### config.mk
export PLATFORM = sky130hd
export DESIGN_NAME = fwh_bus_master_cycle
export DESIGN_NICKNAME = d
export VERILOG_FILES = /design/src/hdl/fwh_pkg.sv /design/src/hdl/fwh_bus_master_cycle.sv
export SDC_FILE = /design/constraint.sdc
export NUM_CORES = 1
export LEC_CHECK = 0
export BUFFER_PORTS_ARGS = -buffer_cell sky130_fd_sc_hd__buf_2
export CORE_MARGIN = 2
export CORE_UTILIZATION = 35
export CTS_CLUSTER_DIAMETER = 150
export DETAILED_ROUTE_END_ITERATION = 8
export PLACE_DENSITY = 0.61
export SKIP_LAST_GASP = 1
export SYNTH_ARGS = -nofsm -noshare
export SYNTH_HDL_FRONTEND = slang
export SYNTH_SLANG_ARGS = --single-unit
export TNS_END_PERCENT = 1
### constraint.sdc
create_clock -name clk -period 6.5 [get_ports clk]
set_clock_uncertainty 0.15 [all_clocks]
set_input_delay 0 -clock clk [delete_from_list [all_inputs] [get_ports clk]]
set_output_delay 0 -clock clk [all_outputs]
set_load 0.05 [all_outputs]
### src/hdl/fwh_pkg.sv
// Package for the firmware-hub bus master: beat structs, request kinds
// and the fixed LAD nibble codes. No dependencies.
package fwh_pkg;

  // Request kind carried by each input beat
  typedef enum logic [1:0] {
    KIND_TICK  = 2'd0,
    KIND_READ  = 2'd1,
    KIND_WRITE = 2'd2,
    KIND_RSVD  = 2'd3
  } kind_t;

  // MSIZE codes
  localparam logic [1:0] MSIZE_1B = 2'd0;
  localparam logic [1:0] MSIZE_2B = 2'd1;
  localparam logic [1:0] MSIZE_4B = 2'd2;
  localparam logic [1:0] MSIZE_BAD = 2'd3;

  // LAD nibble codes
  localparam logic [3:0] START_READ  = 4'hD;
  localparam logic [3:0] START_WRITE = 4'hE;
  localparam logic [3:0] TAR_ONES    = 4'hF;
  localparam logic [3:0] LAD_ZERO    = 4'h0;

  // Clock positions inside a bus cycle
  localparam logic [4:0] POS_IDSEL    = 5'd1;
  localparam logic [4:0] POS_ADDR_LO  = 5'd1;
  localparam logic [4:0] POS_RADDR_LO = 5'd2;
  localparam logic [4:0] POS_ADDR_HI  = 5'd8;
  localparam logic [4:0] POS_MSIZE    = 5'd9;
  localparam logic [4:0] POS_TAR      = 5'd10;
  localparam logic [4:0] POS_RSYNC    = 5'd12;
  localparam logic [4:0] POS_DLO      = 5'd13;
  localparam logic [4:0] POS_DHI      = 5'd14;
  localparam logic [4:0] POS_RTAR     = 5'd15;
  localparam logic [4:0] POS_RLAST    = 5'd16;
  localparam logic [4:0] POS_WDATA    = 5'd10;
  localparam logic [4:0] POS_MAX      = 5'd21;

  typedef struct packed {
    logic [1:0]  kind;
    logic [31:0] address;
    logic [31:0] write_data;
    logic [1:0]  write_size;
    logic [3:0]  lad_in;
  } fwh_in_t;

  typedef struct packed {
    logic [3:0] lad_out;
    logic       lad_drive;
    logic       frame_n;
    logic       busy_res;
    logic       done_res;
    logic [7:0] read_data;
    logic       sync_error;
    logic       tar_warning;
  } fwh_out_t;

endpackage

### src/hdl/fwh_bus_master_cycle.sv
// Firmware-hub bus master, one beat per bus clock while not stalled, with a two-entry
// result queue. Depends on fwh_pkg.
//
// Usage:
//   Input channel (item_valid / item_stall / item): one beat per bus clock
//   while item_stall is low, carrying the request kind, address, write data, size and sampled LAD.
//   A start request is taken only while no bus cycle is running.
//   Output channel (res_valid / res_stall / res): one result beat per input
//   beat, in order: LAD drive value and enable, frame_n, busy, done, read
//   byte and the sync / turnaround flags.
//   Results are registered. Throughput: one beat per cycle while the input
//   is not stalled, as the phase update between the input handshake and
//   the result register is combinational.
//   Stall: a result register plus one skid entry hold finished results;
//   the input stalls only while both are full, so an input beat is taken
//   in the same cycle that a result is waiting.
//   Reset: synchronous; the bus cycle returns to idle, the read byte and
//   flags clear, and the result queue empties.
module fwh_bus_master_cycle
  import fwh_pkg::*;
(
  input  logic     clk,
  input  logic     rst,
  input  logic     item_valid,
  output logic     item_stall,
  input  fwh_in_t  item,
  output logic     res_valid,
  input  logic     res_stall,
  output fwh_out_t res
);

  // Bus cycle state
  logic [4:0]  phase, phase_next;
  logic        is_write, is_write_next;
  logic [31:0] addr_reg, addr_reg_next;
  logic [31:0] data_reg, data_reg_next;
  logic [1:0]  size_reg, size_reg_next;
  logic [3:0]  nibble_count, nibble_count_next;
  logic [7:0]  read_byte, read_byte_next;
  logic [1:0]  error_flags, error_flags_next;

  // Result queue
  fwh_out_t main_res, skid_res, new_res;
  logic     skid_valid;

  logic push, pop;
  logic start, idle_tick;
  logic [1:0] size_eff;
  logic [3:0] nc_start;
  logic [2:0] addr_idx;
  logic [2:0] data_idx;
  logic [3:0] addr_nib, data_nib;
  logic [4:0] tar_pos, last_pos;

  assign item_stall = skid_valid;
  assign push       = item_valid && !item_stall;
  assign pop        = res_valid && !res_stall;
  assign res        = main_res;

  // Next state and result of one bus clock
  always_comb begin
    start     = (phase == 5'd0) &&
                (item.kind == KIND_READ || item.kind == KIND_WRITE);
    idle_tick = (phase == 5'd0) && !start;
    size_eff  = (item.write_size == MSIZE_BAD) ? MSIZE_4B : item.write_size;
    case (size_eff)
      MSIZE_1B: nc_start = 4'd2;
      MSIZE_2B: nc_start = 4'd4;
      default:  nc_start = 4'd8;
    endcase

    // latch request on the start clock
    if (start) begin
      is_write_next     = (item.kind == KIND_WRITE);
      addr_reg_next     = item.address;
      data_reg_next     = item.write_data;
      size_reg_next     = size_eff;
      nibble_count_next = (item.kind == KIND_WRITE) ? nc_start : 4'd0;
      read_byte_next    = 8'd0;
      error_flags_next  = 2'd0;
    end else begin
      is_write_next     = is_write;
      addr_reg_next     = addr_reg;
      data_reg_next     = data_reg;
      size_reg_next     = size_reg;
      nibble_count_next = nibble_count;
      read_byte_next    = read_byte;
      error_flags_next  = error_flags;
    end

    // address nibble is (8 - phase) mod 8, data nibble (phase - 10) mod 8
    addr_idx = 3'd0 - phase[2:0];
    data_idx = phase[2:0] - POS_WDATA[2:0];
    addr_nib = addr_reg_next[{addr_idx, 2'b00} +: 4];
    data_nib = data_reg_next[{data_idx, 2'b00} +: 4];
    tar_pos  = POS_TAR + {1'b0, nibble_count_next};
    last_pos = is_write_next ? (tar_pos + 5'd3) : POS_RLAST;

    new_res.lad_out   = LAD_ZERO;
    new_res.lad_drive = 1'b0;
    new_res.frame_n   = 1'b1;
    new_res.busy_res  = !idle_tick;
    new_res.done_res  = 1'b0;
    phase_next        = phase;

    if (!idle_tick) begin
      if (!is_write_next) begin
        // read sequence
        if (phase == 5'd0) begin
          new_res.lad_out   = START_READ;
          new_res.lad_drive = 1'b1;
          new_res.frame_n   = 1'b0;
        end else if (phase == POS_IDSEL || phase == POS_MSIZE) begin
          new_res.lad_drive = 1'b1;
        end else if (phase >= POS_RADDR_LO && phase <= POS_ADDR_HI) begin
          new_res.lad_out   = addr_nib;
          new_res.lad_drive = 1'b1;
        end else if (phase == POS_TAR) begin
          new_res.lad_out   = TAR_ONES;
          new_res.lad_drive = 1'b1;
        end else if (phase == POS_RSYNC) begin
          if (item.lad_in != LAD_ZERO) error_flags_next[0] = 1'b1;
        end else if (phase == POS_DLO) begin
          read_byte_next = {4'd0, item.lad_in};
        end else if (phase == POS_DHI) begin
          read_byte_next = {item.lad_in, read_byte_next[3:0]};
        end else if (phase == POS_RTAR) begin
          if (item.lad_in != TAR_ONES) error_flags_next[1] = 1'b1;
        end
      end else begin
        // write sequence
        if (phase == 5'd0) begin
          new_res.lad_out   = START_WRITE;
          new_res.lad_drive = 1'b1;
          new_res.frame_n   = 1'b0;
        end else if (phase >= POS_ADDR_LO && phase <= POS_ADDR_HI) begin
          new_res.lad_out   = addr_nib;
          new_res.lad_drive = 1'b1;
        end else if (phase == POS_MSIZE) begin
          new_res.lad_out   = {2'b00, size_reg_next};
          new_res.lad_drive = 1'b1;
        end else if (phase >= POS_WDATA && phase < tar_pos) begin
          new_res.lad_out   = data_nib;
          new_res.lad_drive = 1'b1;
        end else if (phase == tar_pos) begin
          new_res.lad_out   = TAR_ONES;
          new_res.lad_drive = 1'b1;
        end else if (phase == tar_pos + 5'd2) begin
          if (item.lad_in != LAD_ZERO) error_flags_next[0] = 1'b1;
        end else if (phase == tar_pos + 5'd3) begin
          if (item.lad_in != TAR_ONES) error_flags_next[1] = 1'b1;
        end
      end
      // end of cycle
      if (phase >= last_pos) begin
        new_res.done_res = 1'b1;
        phase_next       = 5'd0;
      end else begin
        phase_next = phase + 5'd1;
      end
    end

    new_res.read_data   = read_byte_next;
    new_res.sync_error  = error_flags_next[0];
    new_res.tar_warning = error_flags_next[1];
  end

  // Bus cycle state registers, advance once per accepted beat
  always_ff @(posedge clk) begin
    if (rst) begin
      phase        <= 5'd0;
      is_write     <= 1'b0;
      addr_reg     <= '0;
      data_reg     <= '0;
      size_reg     <= 2'd0;
      nibble_count <= 4'd0;
      read_byte    <= 8'd0;
      error_flags  <= 2'd0;
    end else if (push) begin
      phase        <= phase_next;
      is_write     <= is_write_next;
      addr_reg     <= addr_reg_next;
      data_reg     <= data_reg_next;
      size_reg     <= size_reg_next;
      nibble_count <= nibble_count_next;
      read_byte    <= read_byte_next;
      error_flags  <= error_flags_next;
    end
  end

  // Result register and skid entry
  always_ff @(posedge clk) begin
    if (rst) begin
      res_valid  <= 1'b0;
      skid_valid <= 1'b0;
    end else if (skid_valid) begin
      if (pop) begin
        main_res   <= skid_res;
        skid_valid <= 1'b0;
      end
    end else if (push) begin
      if (!res_valid || pop) begin
        main_res  <= new_res;
        res_valid <= 1'b1;
      end else begin
        skid_res   <= new_res;
        skid_valid <= 1'b1;
      end
    end else if (pop) begin
      res_valid <= 1'b0;
    end
  end

`ifndef NO_ASSERTIONS
  // skid entry is only used behind a full result register
  a_skid_order: assert property (@(posedge clk) disable iff (rst)
    skid_valid |-> res_valid)
    else $error("skid entry valid with empty result register");

  // a beat arriving at a stalled full result register lands in the skid entry
  a_no_drop: assert property (@(posedge clk) disable iff (rst)
    (push && res_valid && res_stall) |=> skid_valid)
    else $error("result beat dropped");

  // phase stays within the longest write cycle
  a_phase_range: assert property (@(posedge clk) disable iff (rst)
    phase <= POS_MAX)
    else $error("phase out of range");

  // frame strobe only on a driven start clock of a running cycle
  a_frame: assert property (@(posedge clk) disable iff (rst)
    (res_valid && !res.frame_n) |-> (res.lad_drive && res.busy_res && !res.done_res))
    else $error("frame strobe outside a start clock");

  // done closes the cycle: the state returns to idle
  a_done_idle: assert property (@(posedge clk) disable iff (rst)
    (push && new_res.done_res) |=> (phase == 5'd0))
    else $error("phase not idle after done");
`endif

endmodule
==> results.cfg <==
[routing]
wl_met1_mm = 8.88
wl_per_cell_um = 16.1
vias = 6347
ant_nets = 0
route.detailed.drc = 0
drt-total-wl_mm = 19.5
wl_met3_um = 991
drtIter0Drc = 339
top_layer = met4
first_pass_iters = 5
avgViaCountPerCell = 5.24
met2_length_mm = 9.42

[logic_synthesis]
synth_top_family_by_area = simple AND/OR/NAND/NOR gates
synth_top_area_frac = 0.252
synth_cell_types = 66
synth_compound_area_frac = 0.170
synthMuxAreaShare = 0.127
ys_async_sr_fraction = 0
synth_warnings = 0
synth.top_cells.by_area = dfxtp_1, edfxtp_1, mux4_2
synth_edf_count = 36
synth_top_cell_by_area = dfxtp_1
syn_inst = 768
synth_simple_gate_area_frac = 0.197
syn_nets = 865
synth_common_cells = nand2_1, a21oi_1, dfxtp_1
netlist_area_sq_um = 6990
synth_most_common_cell = nand2_1
ys_seq_area_frac = 0.407
ys.flop_type = dfxtp_1
avgSynthCellArea_sq_um = 9.10
yosys.area_share.xor_xnor = 0.0150
synthAdderAreaFrac = 0.0376
synth_seq_cells = 124

[clock_tree]
ctsRootBufferMaster = clkbuf_16
cts_resized = 0
cts_sinks = 124
clock_path_buffers = 2
path_clk_slew_ns = 0.05
insertion_delay_ns = 0.42
cts_buffers = 17
cts_hold_buf = 90
htreeDepth = 4
post_cts_buffers = 0
cts_tree = yes

[final_layout]
final_cells = 1211
final_cell_area_sq_um = 9170
antenna_cells = 0
multi_input_area_sq_um = 3850
fillCellCount = 1858
regArea_sq_um = 2840
post-route-util = 0.469
nets = 1030
syn2layout_area_growth_pct = 31.2
drive_gt1_frac = 0.210

[timing]
min_period_ns = 5.38
slew_headroom = 0.404
rsz0062_at_grt = false
setup_ws_ns = 1.12
holdWs_ns = 0.00910
worst-slew-pin-transition_ns = 0.889
final_hold_viol_count = 0
clock.fmax_mhz = 186
post-route-period-util = 0.828
setup_viol_count_final = 0
drv_slew = 0
fin_setup_tns_ns = 0

[pwr]
clkPwrFrac = 0.407
peakVddDrop_mv = 0.194
power_mw = 2.38
leakage_nw = 3.52
power_per_cell_area_nw_per_um2 = 260
p_sw_mw = 0.688
p_sw_frac = 0.289
p_int_mw = 1.69
seqPwrFrac = 0.365
pwr-share-comb = 0.228

[placement]
dp.cells = 1089
place_area_sq_um = 7660
numPortBuffers = 95
finalWeightedCongestion = 0.927
dp_slack_ns = 1.10
place.detailed.hpwl_mm = 12.9

[worst_setup_path]
crit_arrival_ns = 5.40
endpoint_kind = flop
crit_path_max_fanout = 14
cp-start-kind = flop
critPathSlowestCell = or4b_4
path_class = flop to flop
cp_data_required_time_ns = 6.51
cp_cell_sequence = inv_1 -> ha_1 -> or4b_4 -> o21ai_0 -> and2_1 -> inv_1 -> ha_1 -> inv_1 -> ha_1 -> o21a_1 -> o21ai_0 -> and2b_2 -> a2111o_1 -> o21ai_2 -> o41ai_4 -> mux2_1
max_stage_delay_ns = 0.61

[floorplanning]
die_x_um = 145
core-area_sq_um = 19500
rows = 51
io_pins = 96
initial_core_util = 0.358
die_h_um = 145
dieArea_sq_um = 21100

[global_routing]
grt_overflow = 0
grt_usage = 0.187
grt_pass1_wl_mm = 32.1
grt_pass1_vias = 6308
antenna_found_initial = 0
grt_max_degree = 73

[outcome]
status = finished clean

[job]
drv_cap = 0

[min_path]
hold_path_class = input pin to flop
power groups by stage:
stage / Combinational [mW] / Clock [mW] / Sequential, mW
floorplan: 0.331 / 0 / 0.910
global placement: 0.490 / 0 / 0.884
detailed placement: 0.494 / 0 / 0.885
CTS: 0.540 / 0.986 / 0.869
global route: 0.592 / 1.02 / 0.874
finish: 0.542 / 0.970 / 0.869
worst paths after layout:
check,end,slack (ns),cells past startpoint,startpoint
hold / removal,is_write,0.009,5,item[70]
hold reg to reg,addr_reg[27],0.30,2,addr_reg[27]
setup reg to reg,res[0],1.12,16,phase[1]
setup / recovery,res[0],1.12,16,phase[1]
layout by cell type, fill, tap and decap left out, drive strengths merged, types with 3 or more instances in the layout:
cell | synthesis | layout
a221oi | 5 | 5
nand3 | 24 | 24
o41ai | 3 | 3
and2 | 8 | 8
a22oi | 10 | 10
ha | 21 | 21
mux2 | 10 | 10
a211oi | 9 | 9
mux4 | 33 | 33
o21ai | 20 | 20
a21oi | 94 | 94
xor2 | 3 | 3
a2111oi | 3 | 3
nand2 | 178 | 178
xnor2 | 9 | 9
clkinv | 1 | 4
inv | 21 | 23
and3 | 4 | 4
mux2i | 3 | 3
nor3 | 18 | 18
a21o | 3 | 3
o21a | 5 | 5
edfxtp | 36 | 36
o31ai | 8 | 8
nor3b | 6 | 6
a31oi | 8 | 8
nand2b | 7 | 7
nor2b | 8 | 8
clkbuf | 34 | 24
buf | 15 | 105
dfxtp | 88 | 88
nor2 | 45 | 45
a22o | 3 | 3
dlygate4sd3 | 0 | 90
cell families after synthesis:
family / count (synthesis)
AND/OR/NAND/NOR: 309
AO/OA/AOI/OAI: 185
flip-flops: 124
buffers and inverters: 71
multiplexers: 46
adder cells (fa/ha/maj): 21
XOR/XNOR: 12
worst max-delay path, delay by kind of cell (launching register included):
family,cells,cell delay [ns]
fa+ha+maj,3,1.08
buf+inv,3,0.60
compound gates,6,1.42
mux,1,0.30
simple gates,3,1.11
flops,1,0.47
cell type report:
class / count / share of cell area
well taps: 265 / 0.0362
multi-input cells: 573 / 0.420
repair buffers: 195 / 0.158
flip-flops and latches: 124 / 0.310
clock inverters: 8 / 0.0112
inverters: 22 / 0.00901
clock buffers: 24 / 0.0550
routing by layer:
| metal | global-route usage | vias to the layer above |
|---|---|---|
| li1 | - | 3094 |
| met1 | 0.251 | 3060 |
| met2 | 0.304 | 174 |
| met3 | 0.0418 | 19 |
| met4 | 0.0525 | 0 |
| met5 | 0 | - |
(Power assumes the default switching activity.)
